**src/hw/rtl/upp_pkg.sv**
```systemverilog
// Shared constants, types and tables of the unicycle pose predictor.
`default_nettype none

package upp_pkg;

  // CORDIC depth and arctangent table size
  localparam int unsigned CordicStages = 16;
  localparam int unsigned AtanEntries  = 30;
  localparam int unsigned CordicIters  =
      (CordicStages < AtanEntries) ? CordicStages : AtanEntries;

  // Field widths
  localparam int unsigned PoseW    = 32;
  localparam int unsigned TsW      = 16;
  localparam int unsigned IdxW     = 5;
  localparam int unsigned InDataW  = 5 * PoseW;
  localparam int unsigned OutDataW = 3 * PoseW;

  // Q16.16 to Q2.30 widening and the modulo reduction word
  localparam int unsigned Q30Shift = 14;
  localparam int unsigned ModW     = PoseW + Q30Shift;
  // highest multiple 2*pi * 2^k that a widened heading can reach
  localparam int unsigned ModTopK  = 12;

  // Angle and CORDIC vector widths
  localparam int unsigned AngW  = 34;
  localparam int unsigned CordW = 34;
  localparam int unsigned MulAW = PoseW + CordW;
  localparam int unsigned MulBOpW = MulAW - 30;
  localparam int unsigned MulBW = MulBOpW + TsW + 1;

  localparam logic [TsW-1:0] TimeStepReset = 16'd3277;

  localparam logic signed [PoseW:0] PiQ16    = 33'sd205887;
  localparam logic signed [PoseW:0] TwoPiQ16 = 33'sd411775;

  localparam logic [ModW-1:0]        TwoPiQ30Mod = 46'd6746518852;
  localparam logic signed [AngW-1:0] TwoPiQ30    = 34'sd6746518852;
  localparam logic signed [AngW-1:0] PiQ30       = 34'sd3373259426;
  localparam logic signed [AngW-1:0] HalfPiQ30   = 34'sd1686629713;
  localparam logic signed [CordW-1:0] GainQ30    = 34'sd652032874;

  // Arctangent of 2^-i in Q2.30
  function automatic logic signed [AngW-1:0] atan_q30(input logic [IdxW-1:0] idx);
    logic signed [AngW-1:0] val;
    unique case (idx)
      5'd0:    val = 34'sd843314857;
      5'd1:    val = 34'sd497837829;
      5'd2:    val = 34'sd263043837;
      5'd3:    val = 34'sd133525159;
      5'd4:    val = 34'sd67021687;
      5'd5:    val = 34'sd33543516;
      5'd6:    val = 34'sd16775851;
      5'd7:    val = 34'sd8388437;
      5'd8:    val = 34'sd4194283;
      5'd9:    val = 34'sd2097149;
      5'd10:   val = 34'sd1048576;
      5'd11:   val = 34'sd524288;
      5'd12:   val = 34'sd262144;
      5'd13:   val = 34'sd131072;
      5'd14:   val = 34'sd65536;
      5'd15:   val = 34'sd32768;
      5'd16:   val = 34'sd16384;
      5'd17:   val = 34'sd8192;
      5'd18:   val = 34'sd4096;
      5'd19:   val = 34'sd2048;
      5'd20:   val = 34'sd1024;
      5'd21:   val = 34'sd512;
      5'd22:   val = 34'sd256;
      5'd23:   val = 34'sd128;
      5'd24:   val = 34'sd64;
      5'd25:   val = 34'sd32;
      5'd26:   val = 34'sd16;
      5'd27:   val = 34'sd8;
      5'd28:   val = 34'sd4;
      5'd29:   val = 34'sd2;
      default: val = '0;
    endcase
    return val;
  endfunction

  // Sequencer states
  typedef enum logic [3:0] {
    ST_IDLE,
    ST_ABS,
    ST_MOD,
    ST_RANGE,
    ST_FOLD,
    ST_CORDIC,
    ST_NEG,
    ST_MUL_C,
    ST_MUL_S,
    ST_MUL_Y,
    ST_UPDATE,
    ST_EMIT
  } upp_state_e;

  // Datapath commands
  typedef struct packed {
    logic            capture;
    logic            abs_load;
    logic            mod_step;
    logic            range;
    logic            fold;
    logic            cordic_step;
    logic            negate;
    logic            mul_cos;
    logic            mul_sin;
    logic            mul_y;
    logic            update;
    logic            emit;
    logic [IdxW-1:0] idx;
  } upp_cmd_t;

endpackage

`default_nettype wire

```
**src/hw/rtl/upp_ctrl.sv**
```systemverilog
// Sequencer of the pose predictor: state machine, step counter, output valid.
`default_nettype none

module upp_ctrl
  import upp_pkg::*;
(
  input  wire logic     clk_i,
  input  wire logic     rst_ni,
  input  wire logic     in_valid_i,
  input  wire logic     in_load_i,
  output logic          in_ready_o,
  input  wire logic     out_ready_i,
  output logic          out_valid_o,
  output upp_cmd_t      cmd_o
);

  upp_state_e      state_q, state_d;
  logic [IdxW-1:0] cnt_q, cnt_d;
  logic            out_valid_q, out_valid_d;
  logic            slot_free;

  assign slot_free = !out_valid_q || out_ready_i;

  // Next state and step counter
  always_comb begin
    state_d = state_q;
    cnt_d   = cnt_q;
    unique case (state_q)
      ST_IDLE: begin
        if (in_valid_i) begin
          state_d = in_load_i ? ST_EMIT : ST_ABS;
        end
      end
      ST_ABS: begin
        state_d = ST_MOD;
        cnt_d   = IdxW'(ModTopK);
      end
      ST_MOD: begin
        if (cnt_q == '0) begin
          state_d = ST_RANGE;
        end else begin
          cnt_d = cnt_q - IdxW'(1);
        end
      end
      ST_RANGE: state_d = ST_FOLD;
      ST_FOLD: begin
        state_d = ST_CORDIC;
        cnt_d   = '0;
      end
      ST_CORDIC: begin
        if (cnt_q == IdxW'(CordicIters - 1)) begin
          state_d = ST_NEG;
        end else begin
          cnt_d = cnt_q + IdxW'(1);
        end
      end
      ST_NEG:    state_d = ST_MUL_C;
      ST_MUL_C:  state_d = ST_MUL_S;
      ST_MUL_S:  state_d = ST_MUL_Y;
      ST_MUL_Y:  state_d = ST_UPDATE;
      ST_UPDATE: state_d = ST_EMIT;
      ST_EMIT: begin
        if (slot_free) begin
          state_d = ST_IDLE;
        end
      end
      default: state_d = ST_IDLE;
    endcase
  end

  // Command decode
  always_comb begin
    cmd_o             = '0;
    cmd_o.idx         = cnt_q;
    in_ready_o        = 1'b0;
    unique case (state_q)
      ST_IDLE: begin
        in_ready_o    = 1'b1;
        cmd_o.capture = in_valid_i;
      end
      ST_ABS:    cmd_o.abs_load    = 1'b1;
      ST_MOD:    cmd_o.mod_step    = 1'b1;
      ST_RANGE:  cmd_o.range       = 1'b1;
      ST_FOLD:   cmd_o.fold        = 1'b1;
      ST_CORDIC: cmd_o.cordic_step = 1'b1;
      ST_NEG:    cmd_o.negate      = 1'b1;
      ST_MUL_C:  cmd_o.mul_cos     = 1'b1;
      ST_MUL_S:  cmd_o.mul_sin     = 1'b1;
      ST_MUL_Y:  cmd_o.mul_y       = 1'b1;
      ST_UPDATE: cmd_o.update      = 1'b1;
      ST_EMIT:   cmd_o.emit        = slot_free;
      default:   cmd_o.emit        = 1'b0;
    endcase
  end

  // Output slot: set on emit, drop after the transfer
  always_comb begin
    out_valid_d = out_valid_q;
    if (cmd_o.emit) begin
      out_valid_d = 1'b1;
    end else if (out_ready_i) begin
      out_valid_d = 1'b0;
    end
  end

  assign out_valid_o = out_valid_q;

  always_ff @(posedge clk_i or negedge rst_ni) begin
    if (!rst_ni) begin
      state_q     <= ST_IDLE;
      cnt_q       <= '0;
      out_valid_q <= 1'b0;
    end else begin
      state_q     <= state_d;
      cnt_q       <= cnt_d;
      out_valid_q <= out_valid_d;
    end
  end

endmodule

`default_nettype wire

```
**config.mk**
```make
export PLATFORM = sky130hd
export DESIGN_NAME = upp_ctrl
export DESIGN_NICKNAME = d
export VERILOG_FILES = /design/src/hw/rtl/upp_pkg.sv /design/src/hw/rtl/upp_ctrl.sv
export SDC_FILE = /design/constraint.sdc
export NUM_CORES = 1
export LEC_CHECK = 0
export ABC_CLOCK_PERIOD_IN_PS = 5200
export BUFFER_PORTS_ARGS = -buffer_cell sky130_fd_sc_hd__clkbuf_2
export CORE_MARGIN = 3
export CORE_UTILIZATION = 55
export DETAILED_ROUTE_END_ITERATION = 12
export PLACE_DENSITY = 0.93
export SKIP_CTS_REPAIR_TIMING = 1
export SYNTH_ARGS = -nofsm -noshare
export SYNTH_HDL_FRONTEND = slang
export SYNTH_SLANG_ARGS = --single-unit
```
**constraint.sdc**
```tcl
create_clock -name clk_i -period 5.2 [get_ports clk_i]
set_input_delay 0.52 -clock clk_i [delete_from_list [all_inputs] [get_ports clk_i]]
set_output_delay 0.52 -clock clk_i [all_outputs]
set_load 0.1 [all_outputs]
```
==> results of run 1 <==
## cells in the final DEF (no fill, tap or decap), drive strengths merged, types with 4 or more instances in the layout
cell / instances
a21oi: 8
clkbuf: 26
dfrtp: 10
inv: 7
nand2: 4
nand2b: 4
nor2: 15
nor3: 4
## registers in the layout, indices dropped and copies added, names as in the netlist
register     cells
cnt_q            5
out_valid_o      1
state_q          4
## routing by layer
layer / vias to the layer above / global-route usage [%] / share of wire (%)
met2: 21 / 30.1 / 50
li1: 384 / - / -
met1: 363 / 25.4 / 43
met3: 7 / 6.90 / 4.7
met5: - / 0 / 0
met4: 0 / 10.5 / 2.5
## critical path: stages, from the launching register on
cell       delay [ps]
dfrtp_1           660
nand4bb_1         340
inv_1             160
fa_1              420
nand2b_1          160
a21oi_1           240
mux2_2            380
a21oi_1           140
a31oi_1            60
## kinds of logic (layout without fill, tap and decap cells)
family / Yosys count / in the layout / synth area share (%)
compound gates: 24 / 24 / 22.0
xor+xnor: 3 / 3 / 2.86
buf+inv: 13 / 33 / 9.80
flops: 10 / 10 / 27.2
simple gates: 38 / 38 / 26.7
fa+ha+maj: 4 / 4 / 6.26
mux: 4 / 4 / 5.17
## final timing paths
| kind | from | end | slack (ps) | depth (start not counted) |
|---|---|---|---|---|
| worst max-delay path | state_q[3] | cnt_q[4] | 2510 | 8 |
| worst min-delay path | rst_ni | cnt_q[1] | 100 | 1 |
| worst max register to register | state_q[3] | cnt_q[4] | 2510 | 8 |
| worst min register to register | out_valid_o | out_valid_o | 570 | 2 |
| max in group asynchronous | rst_ni | state_q[1] | 4890 | 1 |
| min in group clk_i | out_valid_o | out_valid_o | 570 | 2 |
## stage by stage
stage                     util, %  std cells  setup WS, ps  cell area [sq um]  hold slack (ps)
after floorplan                 -         96          1340                920              224
after global placement       64.3        129          2750                991              405
after detailed placement     64.3        129          2600                991              403
after CTS                    65.7        132          2570               1010              110
after global routing         65.7        132          2380               1010              108
final                        65.7        132          2510               1010              102
## cell type report
type                    count  area (sq um)
multi-input cells          73           579
fillers                   128           528
flip-flops and latches     10           250
repair buffers             23           115
inverters                   7          26.3
clock buffers               3          22.5
well taps                  16          20.0
==> run metrics, run 1 <==
outcome finished clean; # DRC 0; routed via count 775; CTS tree done; DRT antenna net count 0; routed length per instance 15.3 um; worst hold path type input pin to asynchronous set/reset pin; htree depth 1; global placer's final weighted congestion 0.803; Iter 0 DRT Violations 29; area delta synth->final 10.2%; vias in the first global route 677; Clk pin slew, worst setup/hold paths 60 ps; CTS root buf clkbuf_4; fin crit share 51.6%; synthesized area per cell 9.58 sq um; Total Routed Length 2.02 mm; Setup Total Neg Slack 0 ps; final number of setup-violating endpoints 0; post-route minimum period 2690 ps; Total GRT Usage 20.1%; number of max-cap violations 0; most common cell in the netlist nor2_1; Critical Path Sink Type register; Num CTS Buffers 3; Die H 46.9 um; first-pass iteration count of the detailed router 4; CP arrival 2830 ps; HPWL after DPL 1.53 mm; Syn Std Cell Area 920 sq um; Synth Warn # 0; post-synthesis cell count 96; diode count 0; largest net degree at the start of global routing 18; Placement Rows 14; worst-path maximum fanout 14; library cells used by synthesis 41; first-pass GRT wire length 3.07 mm; clock buffer depth 2; total core area 1540 sq um; Final Hold Viols 0; Setup CP Type register to register; RSZ-0062 raised after global routing false; Critical Path RT 5340 ps; clk sinks 10; share of layout cells above drive strength 1 33.6%; Initial Utilization 59.7%; Primary FF master, synth dfrtp_1; Clock Latency Late Sink 270 ps; register bit total from synthesis 10; die span in x 46.9 um; slew at the pin with the worst max-slew slack 580 ps; ys async rst share 100%; Syn Nets 105; IO Count 24; Area contributors post-synth dfrtp_1 27%, buf_6 6.1%, nor2_1 5.7%; Commonest cells post-synth 14 x nor2_1, 10 x dfrtp_1, 7 x a21oi_1, 7 x inv_1, 5 x buf_6; routed vias/inst 5.87; max-slew violation count 0; Buffers on Ports 23; initial antenna violation count 0; die area 2200 sq um; Worst Skew 2.88 ps; number of synthesized flops with an enable pin 0; Synth area leader dfrtp_1; share of the synthesized area in the top cell type 27.2%; # nets final 127; FMAX 372 MHz; max_slew headroom 61.3%; Worst setup SP type register; post-synthesis sequential area ratio 27.2%; grt total ovfl 0
Power of run 1 is not shown: default switching activity piles up to over one toggle a cycle in this logic, so the estimate is an artifact.
==> run 2, diff against run 1 <==
- ABC_AREA: default -> 1
- ABC_CLOCK_PERIOD_IN_PS: 5200 -> 2670
- CORE_UTILIZATION: 55 -> 51
- PLACE_DENSITY: 0.93 -> 0.87
- clock period: 5.2 -> 2.67 ns (I/O delays scaled with it)
==> run 2 against run 1 <==
  * Die area grew 6.8%
  * Routed wire length grew 5.8%
  * Final cell count grew 54%
  * Clock skew shrank 1.5 ps
  * Synthesized area is the same
  * Non-clock buffer count grew 1
  * First-iteration DRC count grew 48%
  * Sequential cell count is the same
  * Register-to-register slack lost 1600 ps
  * Critical endpoint is now cmd_o[16]
  * Worst setup slack lost 1900 ps
  * Design area grew 7.5%
  * Via count grew 26%
==> run metrics, run 2 <==
most frequent cells in the layout 54 x nand2_1, 26 x nor2_1, 25 x inv_1, 23 x clkbuf_2, 10 x dfrtp_1; placed insts 199 (+54%); Critical Path RT 2400 ps (-2940 ps); Initial Utilization 57.7% (-2.0 points); routed vias/inst 4.79 (-18%); max-slew violation count 0 (unchanged); Primary FF master, synth dfrtp_1; RSZ-0062 raised after global routing false; Synth Warn # 0 (unchanged); register bit total from synthesis 10 (unchanged); slew at the pin with the worst max-slew slack 540 ps (-39.9 ps); die span in x 48.5 um (+3.4%); Setup WS post-layout 604 ps (-1910 ps); Syn Nets 162 (+54%); grt total ovfl 0 (unchanged); dpl cell area 1060 sq um (+6.7%); CP Launch Point state_q[1]; Worst Skew 1.39 ps (-1.49 ps); CTS root buf clkbuf_4; synthesized area per cell 6.01 sq um (-37%); post-route minimum period 2070 ps; global placer's final weighted congestion 0.898 (+12%); Total GRT Usage 19.8% (-0.29 points); area of the multi-input gates 557 sq um (-3.9%); FMAX 484 MHz; library cells used by synthesis 18 (-56%); die area 2350 sq um (+6.8%); outcome finished clean; Setup CP Type register to primary output; Post-Layout Cell Count 203 (+54%); vias in the first global route 856 (+26%); CTS tree done; Clock Latency Late Sink 260 ps (about the same); share of the synthesized area in the top cell type 27.2% (unchanged); fin crit share 77.4%; Total Routed Length 2.14 mm (+5.8%); pre-CTS WS 917 ps (-1680 ps); final number of setup-violating endpoints 0 (unchanged); number of max-cap violations 0 (unchanged); Worst setup SP type register; Worst Hold Launch out_ready_i; # DRC 0 (unchanged); Design Area, Final 1090 sq um (+7.5%); post-synthesis sequential area ratio 27.2% (unchanged); Setup Total Neg Slack 0 ps (unchanged); diode count 0 (unchanged); Placement Rows 14 (unchanged); reg2reg start state_q[1]; register area 250 sq um (unchanged); Area contributors post-synth dfrtp_1 27%, nand2_1 22%, nor2_1 11%; routed length per instance 10.6 um (-31%); DRT antenna net count 0 (unchanged); first-pass iteration count of the detailed router 4 (unchanged); commonest non-fill, non-tap cell in the layout nand2_1; Synth area leader dfrtp_1; number of synthesized flops with an enable pin 0 (unchanged); post-synthesis cell count 153 (+59%); initial antenna violation count 0 (unchanged); ys async rst share 100% (unchanged); htree depth 1 (unchanged); Num CTS Buffers 3 (unchanged); Critical Path Sink Type primary output; HPWL after DPL 1.73 mm (+13%); Final Hold Viols 0 (unchanged); Buffers on Ports 23 (unchanged); clk sinks 10 (unchanged); # nets final 190 (+50%); clock buffer depth 2 (unchanged); max_slew headroom 64.1% (+2.8 points); worst hold path type input pin to register; Biggest register cnt_q; share of layout cells above drive strength 1 25.1% (-8.5 points); most common cell in the netlist nand2_1; CP arrival 1800 ps (-1030 ps); IO Count 24 (unchanged); max FFs per register 5 (unchanged); Commonest cells post-synth 54 x nand2_1, 26 x nor2_1, 25 x inv_1; total core area 1590 sq um (+3.4%); area delta synth->final 18.5%; Die H 48.5 um (+3.4%); routed via count 973 (+26%); FILL cells 144 (+13%); Iter 0 DRT Violations 43 (+48%); Syn Std Cell Area 920 sq um (unchanged); largest net degree at the start of global routing 11 (-7); first-pass GRT wire length 3.75 mm (+22%); Clk pin slew, worst setup/hold paths 60 ps (about the same); worst-path maximum fanout 5 (-9)
[run 2: cell count changes after synthesis, moves of 4 or more]
cell	previous run	this run
buf_6	5	0
nand2_1	4	54
nand3_1	0	7
nor2_1	14	26
nand2b_1	4	0
inv_1	7	25
nor2_2	1	5
nand2_2	0	6
a21oi_1	7	1
nor3_1	4	0
[run 2: critical path: stages (launching register included)]
cell	delay [ps]
dfrtp_1	450
nor2_1	310
nand2_1	190
nor2_1	130
clkbuf_2	460
[run 2: cell type report]
class | instances | share of cell area [%]
multi-input combinational | 114 | 51.1
sequential | 10 | 23.0
timing repair buffer | 24 | 11.5
inverter | 28 | 9.64
tap | 24 | 2.76
clock buffer | 3 | 2.07
[run 2: final timing paths]
kind / endpoint / slack (ps) / cells after the start
setup reg to reg: cnt_q[4] / 940 / 9
hold reg to reg: out_valid_o / 580 / 2
setup / recovery: cmd_o[16] / 600 / 4
max in group asynchronous: out_valid_o / 2060 / 2
min in group asynchronous: state_q[0] / 410 / 2
hold / removal: out_valid_o / 210 / 2
[run 2: routing by layer]
layer	vias up	share of wire (%)	GRT usage, %	wire length (um)
li1	504	-	-	-
met1	430	46	27.4	988
met2	37	46	31.0	980
met3	2	7.2	2.76	155
met4	0	0.89	8.53	19
met5	-	0	0	0
[run 2: kinds of logic (layout without fill, tap and decap cells)]
kind of cell	Yosys count	count (layout)	share of synthesized area (%)
AND/OR/NAND/NOR	102	102	48.8
AO/OA/AOI/OAI	7	7	4.49
flip-flops	10	10	27.2
XOR/XNOR	1	1	0.953
buffers and inverters	29	55	12.2
adder cells (fa/ha/maj)	4	4	6.26
[run 2: per-stage QoR]
step                hold slack [ps]  utilization [%]
finish                          208             68.4
global route                    236             68.4
CTS                            -137             67.7
detailed placement              151             66.3
global placement                145             66.3
floorplan                     -28.6                -
Power of run 2 is left out for the same reason.
==> run 3, diff against run 2 <==
- ABC_CLOCK_PERIOD_IN_PS: 2670 -> 1750
- CORE_UTILIZATION: 51 -> 46
- PLACE_DENSITY: 0.87 -> 0.84
- clock period: 2.67 -> 1.75 ns (I/O delays scaled with it)
==> run 3 against run 2 <==
  * Die area is 9.5% higher
  * Register-to-register slack worse by 810 ps
  * Sequential cell count stayed put
  * Routed wire length is 3.5% higher
  * Critical endpoint unchanged
==> run metrics, run 3 (same netlist as run 2, synthesis figures left out) <==
outcome finished clean; slew at the pin with the worst max-slew slack 545 ps (+5.24 ps); grt total ovfl 0 (unchanged); max FFs per register 5 (unchanged); Worst Hold Launch out_ready_i; first-pass iteration count of the detailed router 4 (unchanged); slowest stage cell, crit path dfrtp_2; worst-path maximum fanout 5 (unchanged); share of layout cells above drive strength 1 36.8% (+12 points); Final Hold Viols 0 (unchanged); area delta synth->final 41.8%; dpl cell area 1220 sq um (+16%); Top Layer Used met4; fin crit share 96.4%; CP max stage delay 450 ps (about the same); die area 2570 sq um (+9.5%); diode count 0 (unchanged); Clk pin slew, worst setup/hold paths 60 ps (about the same); FILL cells 146 (+1.4%); worst hold path type input pin to register; clk sinks 10 (unchanged); initial antenna violation count 0 (unchanged); Biggest register cnt_q; max_slew headroom 63.8% (-0.35 points); met1 WL 1.03 mm (+4.7%); IO Count 24 (unchanged); Hold WS 115 ps (-92.7 ps); global placer's final weighted congestion 0.901 (+0.36%); vias in the first global route 911 (+6.4%); CP delay by family, top simple AND/OR/NAND/NOR gates; Num CTS Buffers 3 (unchanged); largest net degree at the start of global routing 11 (unchanged); routed vias/inst 4.81 (+0.28%); Iter 0 DRT Violations 25 (-42%); HPWL after DPL 1.84 mm (+5.9%); Total GRT Usage 19.2% (-0.60 points); Clock Latency Late Sink 270 ps (about the same); DRT antenna net count 0 (unchanged); RSZ-0062 raised after global routing false; first-pass GRT wire length 3.77 mm (+0.56%); CP arrival 1510 ps (-290 ps); Placement Rows 15 (+1); clock buffer depth 2 (unchanged); Worst Skew 5.43 ps (+4.04 ps); routed length per instance 10.7 um (+1.5%); max-slew violation count 0 (unchanged); # nets final 192 (+1.1%); met2 WL 1.05 mm (+6.6%); buffers and inverters on the worst path 1 (unchanged); final number of setup-violating endpoints 0 (unchanged); Buffers on Ports 23 (unchanged); Critical Path Sink Type primary output; htree depth 1 (unchanged); CP Launch Point state_q[3]; FMAX 593 MHz; number of max-cap violations 0 (unchanged); Setup CP Type register to primary output; Initial Utilization 51.0% (-6.7 points); Design Area, Final 1300 sq um (+20%); commonest non-fill, non-tap cell in the layout nand2_1; CP Cell Sequence nor2_2, nand2_1, nor2_4, buf_12; reg2reg start state_q[3]; die span in x 50.7 um (+4.6%); Die H 50.7 um (+4.6%); total core area 1800 sq um (+13%); Worst setup SP type register; Total Routed Length 2.22 mm (+3.5%); most frequent cells in the layout 54 x nand2_1, 24 x inv_1, 17 x nor2_1, 11 x nor2_2, 10 x clkbuf_2; post-route minimum period 1690 ps; routed via count 995 (+2.3%); CTS tree done; CTS root buf clkbuf_4; met3 routed WL 85 um (-45%); # DRC 0 (unchanged); Critical Path RT 1570 ps (-830 ps)
==> run 3: path summary, 6_finish.rpt <==
check                               to  slack, ps  cells past startpoint
hold reg to reg               cnt_q[2]        560                      2
hold / removal             out_valid_o        120                      2
setup reg to reg              cnt_q[4]        130                     10
min in group asynchronous     cnt_q[3]        310                      2
setup / recovery             cmd_o[16]         60                      4
max in group asynchronous     cnt_q[2]       1220                      2
==> run 3: area by class of cell <==
cell class	count	area, sq um	area share, %
clock buffer	4	36.3	2.78
inverter	28	109	8.35
multi-input combinational	114	607	46.5
sequential	10	260	20.0
tap	25	31.3	2.40
timing repair buffer	26	260	20.0
==> run 3: routing by layer <==
layer	vias up	global-route usage, %
met4	0	7.62
met5	-	0
met3	7	2.67
li1	513	-
met2	29	31.3
met1	446	25.4
==> run 3: through the flow <==
step / setup slack [ps] / instances / utilization, % / TNS [ps]
finish: 63.0 / 207 / 72.4 / 0
floorplan: -295 / 153 / - / -1090
CTS: 22.3 / 206 / 70.0 / 0
detailed placement: 45.9 / 202 / 68.0 / 0
global route: 5.49 / 207 / 72.4 / 0
global placement: 111 / 202 / 68.0 / 0
Power of run 3 is left out for the same reason.
